## config.mk

```make
export PLATFORM = sky130hd
export DESIGN_NAME = first_fit_heap_allocator_core
export DESIGN_NICKNAME = d
export VERILOG_FILES = /design/src/sv/ffha_pkg.sv /design/src/sv/ffha_fit_unit.sv /design/src/sv/first_fit_heap_allocator_core.sv
export SDC_FILE = /design/constraint.sdc
export NUM_CORES = 1
export LEC_CHECK = 0
export BUFFER_PORTS_ARGS = -buffer_cell sky130_fd_sc_hd__buf_4
export CAP_MARGIN = 20
export CORE_MARGIN = 2
export CORE_UTILIZATION = 45
export DETAILED_ROUTE_END_ITERATION = 16
export SYNTH_ARGS = -nofsm -noshare
export SYNTH_HDL_FRONTEND = slang
export SYNTH_SLANG_ARGS = --single-unit
```

## constraint.sdc

```tcl
create_clock -name clk -period 10 [get_ports clk]
set_input_delay 1 -clock clk [delete_from_list [all_inputs] [get_ports clk]]
set_output_delay 1 -clock clk [all_outputs]
set_load 0.02 [all_outputs]
```

## src/sv/ffha_pkg.sv

```systemverilog
// ----------------------------------------------------------------------------
// ffha_pkg: shared types and codes of the first-fit heap allocator
// Request and response words, the chunk table entry and the status and
// register index codes.
// ----------------------------------------------------------------------------
`timescale 1ns / 1ps

package ffha_pkg;

    localparam int LEN_W = 13;
    localparam int OFS_W = 12;
    localparam int OVH_W = 7;

    // Request kinds
    localparam logic KIND_ALLOC = 1'b0;
    localparam logic KIND_FREE  = 1'b1;

    // Status codes
    localparam logic [2:0] ST_OK         = 3'd0;
    localparam logic [2:0] ST_NO_SPACE   = 3'd1;
    localparam logic [2:0] ST_BAD_OFFSET = 3'd2;
    localparam logic [2:0] ST_FIT_RULE   = 3'd3;
    localparam logic [2:0] ST_TABLE_FULL = 3'd4;

    // Configuration register indexes
    localparam logic [1:0] REG_HEAP_WORDS     = 2'd0;
    localparam logic [1:0] REG_OVERHEAD_WORDS = 2'd1;
    localparam logic [1:0] REG_STRICT_FIT     = 2'd2;

    typedef struct packed {
        logic             kind;
        logic [LEN_W-1:0] size_words;
        logic [OFS_W-1:0] offset_words;
    } ffha_req_t;

    typedef struct packed {
        logic [2:0]       status;
        logic [OFS_W-1:0] payload_offset;
    } ffha_rsp_t;

    typedef struct packed {
        logic             used;
        logic [LEN_W-1:0] len;
    } chunk_t;

    typedef struct packed {
        logic             fit;
        logic             short_rem;
        logic             split;
        logic [LEN_W-1:0] rem;
    } fit_t;

endpackage

```

## src/sv/ffha_fit_unit.sv

```systemverilog
// ----------------------------------------------------------------------------
// ffha_fit_unit: fit test for one chunk
// Compares a chunk against the requested length and flags a nonzero remainder
// as short (<= overhead) and as large enough to split off (>= overhead).
// ----------------------------------------------------------------------------
`timescale 1ns / 1ps

module ffha_fit_unit
    import ffha_pkg::*;
(
    input  chunk_t             entry,
    input  logic [LEN_W:0]     need,
    input  logic [OVH_W-1:0]   overhead,
    output fit_t               result
);

    logic [LEN_W-1:0] rem;
    logic             rem_nz;

    assign rem    = entry.len - need[LEN_W-1:0];
    assign rem_nz = (rem != '0);

    always_comb
    begin
        result.fit       = !entry.used && ({1'b0, entry.len} >= need);
        result.rem       = rem;
        result.short_rem = rem_nz && (rem <= LEN_W'(overhead));
        result.split     = rem_nz && (rem >= LEN_W'(overhead));
    end

endmodule

```

## src/sv/first_fit_heap_allocator_core.sv

```systemverilog
// ----------------------------------------------------------------------------
// first_fit_heap_allocator_core: first-fit word heap allocator
// Keeps an address-ordered chunk table in a single-port-write memory and
// serves allocate and free commands with a sequencer around one fit unit.
// ----------------------------------------------------------------------------
//  Channel   Signals                                    Flow
//  command   start, busy, req                           accepted when start and !busy
//  result    done, rsp                                  one cycle, cannot be stalled
//  config    cfg_valid, cfg_ready, cfg_index, cfg_data  written when valid and ready
//
// An allocate scans the table one chunk per cycle; on a split, the later chunks
// move up (S_INS) and then the tail is written (S_IFIN). A free scans the same
// way up to its chunk, merges it with free neighbours (S_FNXT) and moves the
// later chunks down (S_RM). A zero size or a short offset is answered from
// S_IDLE without a scan. After reset and each heap_words write the block is busy
// while it rewrites the first table entry. The result strobe cannot be held off.
// ----------------------------------------------------------------------------
`timescale 1ns / 1ps

module first_fit_heap_allocator_core
    import ffha_pkg::*;
#(
    parameter int HEAP_DEPTH = 4096,
    parameter int MAX_CHUNKS = 64
)
(
    input  logic             clk,
    input  logic             rst_n,
    input  logic             start,
    output logic             busy,
    input  ffha_req_t        req,
    output logic             done,
    output ffha_rsp_t        rsp,
    input  logic             cfg_valid,
    output logic             cfg_ready,
    input  logic [1:0]       cfg_index,
    input  logic [LEN_W-1:0] cfg_data
);

    localparam int IW       = $clog2(MAX_CHUNKS);
    localparam int NW       = $clog2(MAX_CHUNKS + 1);
    localparam int HEAP_CAP = (HEAP_DEPTH > 8191) ? 8191 : HEAP_DEPTH;
    localparam int HEAP_RST = (HEAP_DEPTH < 4096) ? HEAP_DEPTH : 4096;

    localparam logic [2:0] S_IDLE = 3'd0;
    localparam logic [2:0] S_SCAN = 3'd1;
    localparam logic [2:0] S_INS  = 3'd2;
    localparam logic [2:0] S_IFIN = 3'd3;
    localparam logic [2:0] S_FNXT = 3'd4;
    localparam logic [2:0] S_RM   = 3'd5;

    // Chunk table
    chunk_t mem [MAX_CHUNKS];
    chunk_t rdata_reg;
    logic [IW-1:0] rd_addr;
    logic          we;
    logic [IW-1:0] wa;
    chunk_t        wd;

    // Configuration
    logic [LEN_W-1:0] heap_words_reg, heap_words_next;
    logic [OVH_W-1:0] ovh_reg, ovh_next;
    logic             strict_reg, strict_next;
    logic             init_pend_reg, init_pend_next;

    // Sequencer
    logic [2:0]       state_reg, state_next;
    logic [NW-1:0]    count_reg, count_next;
    logic [IW-1:0]    idx_reg, idx_next;
    logic [IW-1:0]    src_reg, src_next;
    logic [1:0]       d_reg, d_next;
    logic [LEN_W-1:0] acc_reg, acc_next;
    logic             kind_reg, kind_next;
    logic [LEN_W:0]   need_reg, need_next;
    logic [OFS_W-1:0] target_reg, target_next;
    logic [LEN_W-1:0] rem_reg, rem_next;
    logic [LEN_W-1:0] merged_reg, merged_next;
    logic             pf_reg, pf_next;
    chunk_t           prev_reg, prev_next;
    logic             done_reg, done_next;
    ffha_rsp_t        rsp_reg, rsp_next;

    fit_t             fit;
    logic             last;
    logic             pf;
    logic             nf;
    logic [1:0]       n_rm;
    logic [NW:0]      src1;
    logic [LEN_W-1:0] pay_calc;
    logic [LEN_W-1:0] clamp_heap;

    ffha_fit_unit u_fit
    (
        .entry    (rdata_reg),
        .need     (need_reg),
        .overhead (ovh_reg),
        .result   (fit)
    );

    assign busy      = init_pend_reg || (state_reg != S_IDLE);
    assign done      = done_reg;
    assign rsp       = rsp_reg;
    assign cfg_ready = 1'b1;

    assign last     = (NW'(idx_reg) == (count_reg - NW'(1)));
    assign pay_calc = acc_reg + LEN_W'(ovh_reg);
    assign pf       = (idx_reg != '0) && !prev_reg.used;
    assign nf       = !last && !rdata_reg.used;
    assign n_rm     = {1'b0, pf_reg} + {1'b0, nf};
    assign src1     = (NW + 1)'(idx_reg) + (NW + 1)'(1) + (NW + 1)'(nf);

    always_comb
    begin
        if (cfg_data == '0)
        begin
            clamp_heap = LEN_W'(1);
        end
        else if (32'(cfg_data) > HEAP_CAP)
        begin
            clamp_heap = LEN_W'(HEAP_CAP);
        end
        else
        begin
            clamp_heap = cfg_data;
        end
    end

    always_comb
    begin
        heap_words_next = heap_words_reg;
        ovh_next        = ovh_reg;
        strict_next     = strict_reg;
        init_pend_next  = 1'b0;
        state_next      = state_reg;
        count_next      = count_reg;
        idx_next        = idx_reg;
        src_next        = src_reg;
        d_next          = d_reg;
        acc_next        = acc_reg;
        kind_next       = kind_reg;
        need_next       = need_reg;
        target_next     = target_reg;
        rem_next        = rem_reg;
        merged_next     = merged_reg;
        pf_next         = pf_reg;
        prev_next       = prev_reg;
        done_next       = 1'b0;
        rsp_next        = rsp_reg;
        rd_addr         = idx_reg + IW'(1);
        we              = 1'b0;
        wa              = idx_reg;
        wd              = rdata_reg;

        if (init_pend_reg)
        begin
            we = 1'b1;
            wa = '0;
            wd = '{used: 1'b0, len: heap_words_reg};
        end

        unique case (state_reg)
            S_IDLE:
            begin
                rd_addr = '0;
                if (start && !busy)
                begin
                    idx_next    = '0;
                    acc_next    = '0;
                    kind_next   = req.kind;
                    need_next   = {1'b0, req.size_words} + (LEN_W + 1)'(ovh_reg);
                    target_next = req.offset_words - OFS_W'(ovh_reg);
                    rsp_next    = '{status: ST_OK, payload_offset: '0};
                    if (req.kind == KIND_ALLOC)
                    begin
                        if (req.size_words == '0)
                        begin
                            done_next       = 1'b1;
                            rsp_next.status = ST_NO_SPACE;
                        end
                        else
                        begin
                            state_next = S_SCAN;
                        end
                    end
                    else if (req.offset_words < OFS_W'(ovh_reg))
                    begin
                        done_next       = 1'b1;
                        rsp_next.status = ST_BAD_OFFSET;
                    end
                    else
                    begin
                        state_next = S_SCAN;
                    end
                end
            end

            S_SCAN:
            begin
                prev_next = rdata_reg;
                if (kind_reg == KIND_ALLOC)
                begin
                    if (fit.fit)
                    begin
                        if (strict_reg && fit.short_rem)
                        begin
                            done_next       = 1'b1;
                            rsp_next.status = ST_FIT_RULE;
                            state_next      = S_IDLE;
                        end
                        else if (fit.split)
                        begin
                            if (count_reg >= NW'(MAX_CHUNKS))
                            begin
                                done_next       = 1'b1;
                                rsp_next.status = ST_TABLE_FULL;
                                state_next      = S_IDLE;
                            end
                            else
                            begin
                                // The head keeps the request; the tail is
                                // written once the later chunks have moved up.
                                we       = 1'b1;
                                wa       = idx_reg;
                                wd       = '{used: 1'b1, len: need_reg[LEN_W-1:0]};
                                rem_next = fit.rem;
                                if (last)
                                begin
                                    state_next = S_IFIN;
                                end
                                else
                                begin
                                    src_next   = IW'(count_reg - NW'(1));
                                    rd_addr    = IW'(count_reg - NW'(1));
                                    state_next = S_INS;
                                end
                            end
                        end
                        else
                        begin
                            we         = 1'b1;
                            wa         = idx_reg;
                            wd         = '{used: 1'b1, len: rdata_reg.len};
                            done_next  = 1'b1;
                            rsp_next   = '{status: ST_OK, payload_offset: pay_calc[OFS_W-1:0]};
                            state_next = S_IDLE;
                        end
                    end
                    else
                    begin
                        acc_next = acc_reg + rdata_reg.len;
                        if (last)
                        begin
                            done_next       = 1'b1;
                            rsp_next.status = ST_NO_SPACE;
                            state_next      = S_IDLE;
                        end
                        else
                        begin
                            idx_next = idx_reg + IW'(1);
                        end
                    end
                end
                else
                begin
                    if (acc_reg == {1'b0, target_reg})
                    begin
                        if (!rdata_reg.used)
                        begin
                            done_next       = 1'b1;
                            rsp_next.status = ST_BAD_OFFSET;
                            state_next      = S_IDLE;
                        end
                        else
                        begin
                            // The next entry is already being read for the merge.
                            pf_next     = pf;
                            merged_next = pf ? (prev_reg.len + rdata_reg.len) : rdata_reg.len;
                            state_next  = S_FNXT;
                        end
                    end
                    else if (acc_reg > {1'b0, target_reg})
                    begin
                        done_next       = 1'b1;
                        rsp_next.status = ST_BAD_OFFSET;
                        state_next      = S_IDLE;
                    end
                    else
                    begin
                        acc_next = acc_reg + rdata_reg.len;
                        if (last)
                        begin
                            done_next       = 1'b1;
                            rsp_next.status = ST_BAD_OFFSET;
                            state_next      = S_IDLE;
                        end
                        else
                        begin
                            idx_next = idx_reg + IW'(1);
                        end
                    end
                end
            end

            S_INS:
            begin
                we = 1'b1;
                wa = src_reg + IW'(1);
                wd = rdata_reg;
                if (src_reg == (idx_reg + IW'(1)))
                begin
                    state_next = S_IFIN;
                end
                else
                begin
                    src_next = src_reg - IW'(1);
                    rd_addr  = src_reg - IW'(1);
                end
            end

            S_IFIN:
            begin
                we         = 1'b1;
                wa         = idx_reg + IW'(1);
                wd         = '{used: 1'b0, len: rem_reg};
                count_next = count_reg + NW'(1);
                done_next  = 1'b1;
                rsp_next   = '{status: ST_OK, payload_offset: pay_calc[OFS_W-1:0]};
                state_next = S_IDLE;
            end

            S_FNXT:
            begin
                we     = 1'b1;
                wa     = pf_reg ? (idx_reg - IW'(1)) : idx_reg;
                wd     = '{used: 1'b0,
                           len: merged_reg + (nf ? rdata_reg.len : LEN_W'(0))};
                d_next = n_rm;
                if (n_rm == 2'd0)
                begin
                    done_next  = 1'b1;
                    rsp_next   = '{status: ST_OK, payload_offset: '0};
                    state_next = S_IDLE;
                end
                else if (src1 < {1'b0, count_reg})
                begin
                    src_next   = IW'(src1);
                    rd_addr    = IW'(src1);
                    state_next = S_RM;
                end
                else
                begin
                    count_next = count_reg - NW'(n_rm);
                    done_next  = 1'b1;
                    rsp_next   = '{status: ST_OK, payload_offset: '0};
                    state_next = S_IDLE;
                end
            end

            S_RM:
            begin
                we = 1'b1;
                wa = src_reg - IW'(d_reg);
                wd = rdata_reg;
                if (NW'(src_reg) == (count_reg - NW'(1)))
                begin
                    count_next = count_reg - NW'(d_reg);
                    done_next  = 1'b1;
                    rsp_next   = '{status: ST_OK, payload_offset: '0};
                    state_next = S_IDLE;
                end
                else
                begin
                    src_next = src_reg + IW'(1);
                    rd_addr  = src_reg + IW'(1);
                end
            end

            default:
            begin
                state_next = S_IDLE;
            end
        endcase

        if (cfg_valid && cfg_ready)
        begin
            unique case (cfg_index)
                REG_HEAP_WORDS:
                begin
                    heap_words_next = clamp_heap;
                    count_next      = NW'(1);
                    init_pend_next  = 1'b1;
                end
                REG_OVERHEAD_WORDS:
                begin
                    ovh_next = cfg_data[OVH_W-1:0];
                end
                REG_STRICT_FIT:
                begin
                    strict_next = cfg_data[0];
                end
                default:
                begin
                end
            endcase
        end
    end

    always_ff @(posedge clk)
    begin
        if (we)
        begin
            mem[wa] <= wd;
        end
        rdata_reg <= mem[rd_addr];
    end

    always_ff @(posedge clk or negedge rst_n)
    begin
        if (!rst_n)
        begin
            heap_words_reg <= LEN_W'(HEAP_RST);
            ovh_reg        <= OVH_W'(1);
            strict_reg     <= 1'b0;
            init_pend_reg  <= 1'b1;
            state_reg      <= S_IDLE;
            count_reg      <= NW'(1);
            done_reg       <= 1'b0;
        end
        else
        begin
            heap_words_reg <= heap_words_next;
            ovh_reg        <= ovh_next;
            strict_reg     <= strict_next;
            init_pend_reg  <= init_pend_next;
            state_reg      <= state_next;
            count_reg      <= count_next;
            done_reg       <= done_next;
        end
    end

    always_ff @(posedge clk)
    begin
        idx_reg    <= idx_next;
        src_reg    <= src_next;
        d_reg      <= d_next;
        acc_reg    <= acc_next;
        kind_reg   <= kind_next;
        need_reg   <= need_next;
        target_reg <= target_next;
        rem_reg    <= rem_next;
        merged_reg <= merged_next;
        pf_reg     <= pf_next;
        prev_reg   <= prev_next;
        rsp_reg    <= rsp_next;
    end

    // The table always holds at least one chunk and never more than it can.
    a_count_range: assert property (@(posedge clk) disable iff (!rst_n)
        (count_reg != '0) && (32'(count_reg) <= MAX_CHUNKS))
        else $error("chunk count out of range");

    // A result word only follows an accepted command or a sequencer step.
    a_done_cause: assert property (@(posedge clk) disable iff (!rst_n)
        done |-> $past((state_reg != S_IDLE) || (start && !busy)))
        else $error("result without a command");

    // Only a successful allocate carries a payload offset.
    a_payload_ok: assert property (@(posedge clk) disable iff (!rst_n)
        (done && (rsp.payload_offset != '0)) |-> (rsp.status == ST_OK))
        else $error("payload offset on a failed request");

endmodule
```

* After elaboration in Yosys (flattened, before gate mapping)
Memory sizes are Yosys's and may differ from the RTL's. A register that Yosys moved wholly into a read port is not among the register bits.
Index checks and enable logic that the tools add are counted.
** Storage, ports and cells
- Flip-flop bits (word level) :: 143
- RAM bits :: 896
- Output and inout port bits :: 18
- Memories kept :: 1
** Operators by class
- $add $sub $neg :: 19
- Magnitude comparators :: 8
- Equality and inequality tests :: 35
- Muxes and demuxes :: 129
- Bitwise operators :: 3
- Reduce and logical (&&, ||, !) cells :: 36
** Memory list
- mem :: depth 64, width 14, read ports 1, clocked after memory_dff 1, wr ports 1, RTL line first_fit_heap_allocator_core.sv:53 : chunk_t mem [MAX_CHUNKS];
** Operator list (count)
- 2-to-1 mux 6 bit :: 33
- 2-to-1 mux 13 bit :: 9
- 2-to-1 mux 14 bit :: 6
- 2-to-1 mux 3 bit :: 27
- case mux 15 bit (5 select lines) :: 1
- 2-to-1 mux 15 bit :: 4
- case mux 6 bit (5 select lines) :: 2
- case mux 14 bit (4 select lines) :: 1
- 2-to-1 mux 12 bit :: 4
- adder 13 bit :: 3
- 2-to-1 mux 7 bit :: 5
- 2-to-1 mux 1 bit :: 28
- != test 2 bit (second input constant) :: 14
- logical NOT 13 bit :: 2
- case mux 13 bit (2 select lines) :: 1
- case mux 6 bit (4 select lines) :: 1
- case mux 7 bit (3 select lines) :: 1
- != test 3 bit (second input constant) :: 6
- AND reduction 8 bit :: 2
- case mux 3 bit (5 select lines) :: 1
- adder 13 x 7 -> 14 bit :: 1
- == test 6 x 7 -> 1 bit :: 2
- greater-or-equal comparator 13 x 14 -> 1 bit :: 1
- subtractor 7 x 2 -> 7 bit :: 2
- 51 further kinds :: 73

* Depth between registers and ports, before layout
Gate-level depths: netlist of the first run.
- Word-level depth :: 11
- Gate-level depth with buffers :: 33
- Depth with buffers taken out :: 27

* By module
A second synthesis of the first run with hierarchy kept.
** Second synthesis, totals
- Cells, all modules :: 3579
- Area total of the unflattened synthesis :: 47705.8 um^2
** By module, submodules not included
- first_fit_heap_allocator_core :: times used 1, cells each 3418, area each 46622.2 um^2, sequential area each 31320.0 um^2
- ffha_fit_unit :: times used 1, cells each 161, area each 1083.5 um^2, sequential area each 0.0 um^2

* Worst setup path after synthesis of the first run
OpenSTA, ideal clock, no wires.
- Kind :: register to register
- Start :: reg count_reg[0]
- End :: mem mem[0][12] in the netlist's numbering (data pin)
- Setup time :: 548 ps
- Data arrival time :: 6428 ps
- Setup slack :: 3024 ps
- Cell stages (with the launch flop) :: 27
- Buffers on the path :: 3
- Period minus slack after synthesis :: 6976 ps
- Cells stage by stage :: dfstp_2 clkbuf_1 inv_1 ha_1 buf_1 xnor2_1 nor2_1 o221a_2 o2111a_2 nor2_1 clkbuf_1 inv_1 nor2_1 ha_1 fa_1 a21o_1 a21oi_1 o21bai_1 a21oi_1 o21bai_1 a21oi_1 o21bai_1 a21oi_1 o21ai_0 xnor2_1 a221oi_1 a21oi_1
** RTL lines
- from (decl) :: RTL line first_fit_heap_allocator_core.sv:68 : logic [NW-1:0] count_reg, count_next;
- from (signal assigned) :: RTL line first_fit_heap_allocator_core.sv:436 : count_reg <= count_next;
- to (decl) :: RTL line first_fit_heap_allocator_core.sv:53

* Final worst setup path of the first run
- Start :: reg count_reg[1]
- End :: reg rdata_reg[4] (netlist name)
** On the way
- Word-level cells in the longest chain between the ends :: 9
** RTL lines
- subtractor 7 x 1 -> 7 bit :: RTL line first_fit_heap_allocator_core.sv:105, first_fit_heap_allocator_core.sv:364
- == test 6 x 7 -> 1 bit :: RTL line first_fit_heap_allocator_core.sv:105 : assign last = (NW'(idx_reg) == (count_reg - NW'(1)));
- logical NOT 1 bit or 2-to-1 mux 6 bit (tied branches) :: RTL line first_fit_heap_allocator_core.sv:108, first_fit_heap_allocator_core.sv:226
- logical AND 1 bit or 2-to-1 mux 6 bit (tied branches) :: RTL line first_fit_heap_allocator_core.sv:108, first_fit_heap_allocator_core.sv:212
- adder 7 x 1 -> 8 bit or 2-to-1 mux 6 bit (tied branches) :: RTL line first_fit_heap_allocator_core.sv:110, first_fit_heap_allocator_core.sv:210
- < comparator 8 x 7 -> 1 bit or 2-to-1 mux 6 bit (tied branches) :: RTL line first_fit_heap_allocator_core.sv:344, first_fit_heap_allocator_core.sv:204
- 2-to-1 mux 6 bit (on tied branches) :: RTL line first_fit_heap_allocator_core.sv:344, first_fit_heap_allocator_core.sv:202
- 2-to-1 mux 6 bit (on tied branches) :: RTL line first_fit_heap_allocator_core.sv:338, first_fit_heap_allocator_core.sv:200
- case mux 6 bit (5 select lines) * :: RTL line first_fit_heap_allocator_core.sv:161 : unique case (state_reg)
Every way passes the cells marked *; elsewhere a longest branch is shown, timed or not.
A chain may end at the register's enable or synchronous reset.

==> results of run 1 <==
[path summary, 6_finish.rpt]
path                       slack [ns]  cells past startpoint                              to
max                              1.29                     27            rdata_reg[4]$_DFF_P_
min reg2reg                      0.46                      2  heap_words_reg[12]$_DFFE_PN1P_
max in group asynchronous        9.34                      1  heap_words_reg[12]$_DFFE_PN1P_
max reg2reg                      1.29                     27            rdata_reg[4]$_DFF_P_
min                              0.26                      1                  done$_DFF_PN0_
min in group clk                 0.46                      2  heap_words_reg[12]$_DFFE_PN1P_
[layout make-up]
type | instances | area [um^2]
inverter | 111 | 417
timing repair buffer | 158 | 1520
tap | 1403 | 1760
sequential | 1053 | 31300
antenna | 2 | 5.00
multi-input combinational | 2212 | 16500
clock inverter | 66 | 656
fill | 9086 | 52300
clock buffer | 135 | 2810
[layer usage]
metal | vias up | share of wire | global-route usage
met2 | 1097 | 0.46 | 0.382
met4 | 0 | 0.028 | 0.0690
met1 | 15400 | 0.44 | 0.347
met5 | - | 0 | 0
li1 | 13800 | - | -
met3 | 214 | 0.063 | 0.0345
[logic make-up after synthesis]
kind of cell,Yosys count
flip-flops,1053
AND/OR/NAND/NOR,797
AO/OA/AOI/OAI,688
multiplexers,487
buffers and inverters,299
adder cells (fa/ha/maj),123
XOR/XNOR,116
other,1
[power groups by stage]
| stage | clock network (mW) | logic [mW] | registers, mW |
|---|---|---|---|
| global route | 4.19 | 9.82 | 6.75 |
| CTS | 4.02 | 9.03 | 6.72 |
| floorplan | 0 | 6.00 | 6.71 |
| global placement | 0 | 8.90 | 6.81 |
| finish | 3.96 | 9.10 | 6.72 |
| detailed placement | 0 | 9.00 | 6.81 |
[per-stage QoR]
stage | setup WS (ns) | power [mW] | hold slack (ns) | std cells | utilization
5_1_grt | 0.528 | 20.8 | 0.273 | 5138 | 0.512
4_1_cts | 1.33 | 19.8 | 0.256 | 5132 | 0.512
6_report | 1.29 | 19.8 | 0.258 | 5140 | 0.513
3_3_place_gp | 1.47 | 15.7 | 0.451 | 4917 | 0.477
2_1_floorplan | 3.02 | 12.7 | 0.435 | 3564 | -
3_5_place_dp | 1.34 | 15.8 | 0.453 | 4931 | 0.479
[critical path, stage by stage, from the launching register on]
cell,delay (ns)
dfrtp_1,0.55
inv_1,0.17
ha_1,0.25
or3b_1,0.43
o21ai_0,0.18
a21oi_1,0.09
o2111a_2,0.35
nor2_1,0.56
inv_1,0.22
ha_1,0.25
inv_1,0.08
nand3_1,0.12
nor2_1,0.18
xor2_1,0.25
ha_1,0.30
a21o_1,0.19
a21oi_1,0.19
o211ai_1,0.23
o21ai_0,0.27
o22a_1,0.27
nor2b_1,0.10
a2111oi_4,0.45
nand2_8,0.62
buf_12,0.47
mux2_2,0.37
o211ai_1,0.43
nand4_1,0.36
or4_1,0.51
[synth_stat cells, types with 14 or more instances]
cell,number,area (um^2)
o21bai_1,15,113
mux2_2,165,1860
o211ai_1,221,1660
nand2b_1,16,100
ha_1,112,1400
o22ai_1,21,131
nand3_1,26,130
a22o_1,14,123
or4_1,14,105
nor4_1,14,87.6
o31ai_1,14,105
nor3_1,31,155
buf_2,34,170
xor2_1,42,368
nand4_1,61,382
a21oi_1,138,691
o21ai_0,107,536
a21o_1,26,195
nand2_1,347,1300
inv_1,107,402
o221ai_1,14,123
nor2_1,202,758
buf_6,15,169
nor2b_1,23,144
o21a_1,14,105
xnor2_1,71,622
mux2_1,59,664
edfxtp_1,1006,30200
mux2i_1,263,2630
dfxtp_1,14,280
dfrtp_1,29,726
and2_1,19,119
clkbuf_1,123,462
==> run metrics, run 1 <==
drt initial violations=3512; Routed Wire Length=135000 um; Total GRT Usage=0.241; Max Slew Vio Count=0; unrepaired setup endpoints after global routing=false; # rows=120; Starting Density=0.455; drt pass-1 iters=6; layout cells sized above 1=0.150; Antenna Nets Post-Route=0; Clk pwr share=0.200; Routed wire per std cell=approximately 26 um; Synth Area in XOR/XNOR=0.0217; Power Dens Cells=between 300 and 400 mW/mm^2; post-route cell area=around 0.055 mm^2; Worst Skew=0.0514 ns; CP Class=register to register; max reg flops=about 900; CP Capture Type=register; Leak=19.1 nW; GPL Wtd Cong=0.942; max_cap viols=0; hold violation count in the final report=0; CP max FO=96; DRC Markers=0; CTS root buf=clkbuf_16; internal power=11.7 mW; die height=333 um; mux share of post-synthesis cell area=0.106; Tmin final=8.71 ns; NumNets Final=3810; cts hold-fix bufs=0; worst slew pin tran=1.14 ns; Mean Syn Cell Area=roughly 14 um^2; Area Growth Syn to Fin=12.7%; Max VDD drop=0.000337 V; Psw=8.13 mW; post-synthesis sequential area ratio=0.643; Yosys reg bits=roughly 1100; worst setup path start=count_reg[1]$_DFF_PN0_; register share of total power=0.340; Simple-Gate Fraction of Synth Area=0.0737; vias in the first global route=a little under 30000; cell count after synthesis=3564; clk slew on worst S/H paths=0.06 ns; Async SR Flop Fraction=0.0313; most common cell after layout, fill and taps aside=edfxtp_1; CTS H-Tree Depth=3; outcome=finished, final reports clean; Fin Setup TNS=0 ns; largest family of logic cells by synthesized area=multiplexers; WP data required=10.57 ns; Synth Area in Adders=0.0331; CTS tree=built; CTS Buffer Depth=3; CTS sink count=1053; routed vias/inst=5.93; Setup crit start kind=register; Main synth FF type=edfxtp_1; post-CTS sizing=0; Logic pwr share=0.460; post-synth cell types=91; final cycle utilization of the critical path=0.871; placed instance area=0.0514 mm^2; CP arrival=9.28 ns; largest net degree at the start of global routing=133; IO Port Bufs=61; final setup violation count=0; I/O pin cnt=63; Post-synth EDFFs=1006; initial antenna violation count=4; Post-Synthesis Cell Area=0.0487 mm^2; core area=approximately 0.11 mm^2; r2r startpoint=count_reg[1]$_DFF_PN0_; first-pass GRT wire length=199000 um; Clock Latency Late Sink=0.71 ns; Die X=~330 um; total vias in the final route=around 30000; die area=0.111 mm^2; total congestion overflow=0; slew margin rel.=0.239; Yosys warnings=0; Sw Share=0.411; max frequency=115 MHz; Synth Net Count=3731; DP HPWL=86900 um; Compound-Gate Fraction of Synth Area=0.0966; most frequent cells in the layout=edfxtp_1, nand2_1, mux2i_1; Setup Buffers After CTS=0; CTS Buf Count=~110; HP Class=input pin to asynchronous set/reset pin
Note: power is estimated with default switching activity, not from simulation.
==> inputs of run 2 (changes only) <==
Settings changed: BUFFER_PORTS_ARGS -buffer_cell sky130_fd_sc_hd__buf_4 to unset, CORE_UTILIZATION 45 to 30, DONT_BUFFER_PORTS set to 1.
==> run metrics, run 2 (synthesis gave the netlist of run 1 again) <==
outcome=finished, final reports clean; CTS root buf=clkbuf_16; Routed Wire Length=136000 um; Reg-to-Reg End=rdata_reg[11]$_DFF_P_; die height=407 um; Tmin final=8.55 ns; Leak=19.0 nW; clk slew on worst S/H paths=0.06 ns; Area Growth Syn to Fin=14.4%; flop-to-flop setup slack=1.45 ns; Max VDD drop=0.000299 V; initial antenna violation count=4; Fin Setup TNS=0 ns; Antenna Nets Post-Route=0; final setup violation count=0; final cycle utilization of the critical path=0.855; CTS tree=built; CP Class=register to register; GPL Wtd Cong=0.935; R2R cell count=27; drt initial violations=3513; Die X=407 um; max frequency=117 MHz; Routed wire per std cell=23.2 um; worst setup path start=count_reg[1]$_DFF_PN0_; largest net degree at the start of global routing=140; WP data required=around 11 ns; slew margin rel.=0.244; cts hold-fix bufs=1; r2r startpoint=count_reg[1]$_DFF_PN0_; max reg flops=~900; Worst Skew=~0.072 ns; HP Class=input pin to asynchronous set/reset pin; die area=around 0.17 mm^2; total congestion overflow=0; Power Dens Cells=between 300 and 400 mW/mm^2; max incr delay on CP=0.57 ns; Final WS setup=1.45 ns; Starting Density=0.303; CP Capture Type=register; Max Slew Vio Count=0; Worst setup endpoint=rdata_reg[11]$_DFF_P_; unrepaired setup endpoints after global routing=false; I/O pin cnt=63; DRC Markers=0; total vias in the final route=30400; most common cell after layout, fill and taps aside=edfxtp_1; routed vias/inst=5.18; Total GRT Usage=0.162; CP max FO=52; CTS Buffer Depth=3; most frequent cells in the layout=edfxtp_1, nand2_1, mux2i_1; max_cap viols=0; drt pass-1 iters=6; hold violation count in the final report=0; first-pass GRT wire length=201000 um; crit-path most repeated cell=ha_1; core area=0.161 mm^2; CTS sink count=1053; slowest library cell on the worst path=or4_1; Setup Buffers After CTS=0; layout cells sized above 1=0.145; Setup crit start kind=register; CTS Buf Count=109; post-CTS sizing=0; worst slew pin tran=1.12 ns; DP HPWL=88700 um; # rows=around 150; CTS H-Tree Depth=3; vias in the first global route=29600; pre-CTS WS=1.49 ns; CP arrival=9.18 ns; IO Port Bufs=0; Clock Latency Late Sink=0.75 ns; NumNets Final=3779
run 2: changes by cell type in the layout (fill, tap and decap cells not counted), moves of 2 or more:
cell | before | now
buf_16 | 7 | 4
buf_4 | 131 | 100
buf_8 | 7 | 10
clkbuf_1 | 26 | 23
clkbuf_16 | 108 | 110
clkbuf_8 | 1 | 10
clkinv_1 | 32 | 17
clkinv_2 | 19 | 22
clkinvlp_4 | 1 | 6
diode_2 | 2 | 5
nor2_1 | 153 | 166
nor2_2 | 49 | 36
run 2: critical path, delay by kind of cell, from the launching register on:
family / cells / cell delay [ns]
buffers and inverters: 5 / 1.22
DFF: 1 / 0.56
and+or+nand+nor: 6 / 2.34
adders and majority gates: 4 / 1.02
AOI/OAI and AO/OA: 10 / 2.63
muxes: 1 / 0.34
xor gates and xnor gates: 1 / 0.27
run 2: how the worst min path moves through the flow:
stage / startpoint / to / slack, ns
CTS: rst_n / strict_reg$_DFFE_PN0P_ / 0.08
detailed placement: heap_words_reg[12]$_DFFE_PN1P_ / heap_words_reg[12]$_DFFE_PN1P_ / 0.46
global route: rst_n / init_pend_reg$_DFF_PN1_ / 0.11
floorplan: rdata_reg[12]$_DFF_P_ / prev_reg[12]$_DFFE_PP_ / 0.43
global placement: heap_words_reg[12]$_DFFE_PN1P_ / heap_words_reg[12]$_DFFE_PN1P_ / 0.45
finish: rst_n / strict_reg$_DFFE_PN0P_ / 0.12
run 2: through the flow:
stage	cells	util	area (um^2)	hold slack, ns	total power [mW]
after global routing	5864	0.346	55800	0.106	20.9
final	5869	0.347	55800	0.122	19.9
after floorplan	3564	-	48700	0.435	12.7
after CTS	5860	0.346	55700	0.0779	20.0
after global placement	5645	0.322	51800	0.448	15.7
after detailed placement	5656	0.323	52000	0.457	15.8
run 2: report_power, final:
part	internal, mW	switching, mW	total, mW
clock	2.39	1.75	4.14
sequential	6.36	0.322	6.69
combinational	3.02	6.08	9.10
run 2: layer usage:
layer	vias to the layer above	track usage	share of wire	wire length, um
li1	13700	-	-	-
met1	15300	0.224	0.44	59500
met2	1147	0.259	0.46	62700
met3	208	0.0267	0.073	9980
met4	0	0.0535	0.031	4240
met5	-	0	0	0
run 2: final cells by class:
cell class                      count  area [um^2]
Clock buffer                      143         2980
Inverter                          111          417
Antenna cell                        5         12.5
Timing Repair Buffer              125         1220
Sequential cell                  1053        31300
Fill cell                       15500       105000
Multi-Input combinational cell   2212        16400
Clock inverter                     60          698
Tap cell                         2160         2700
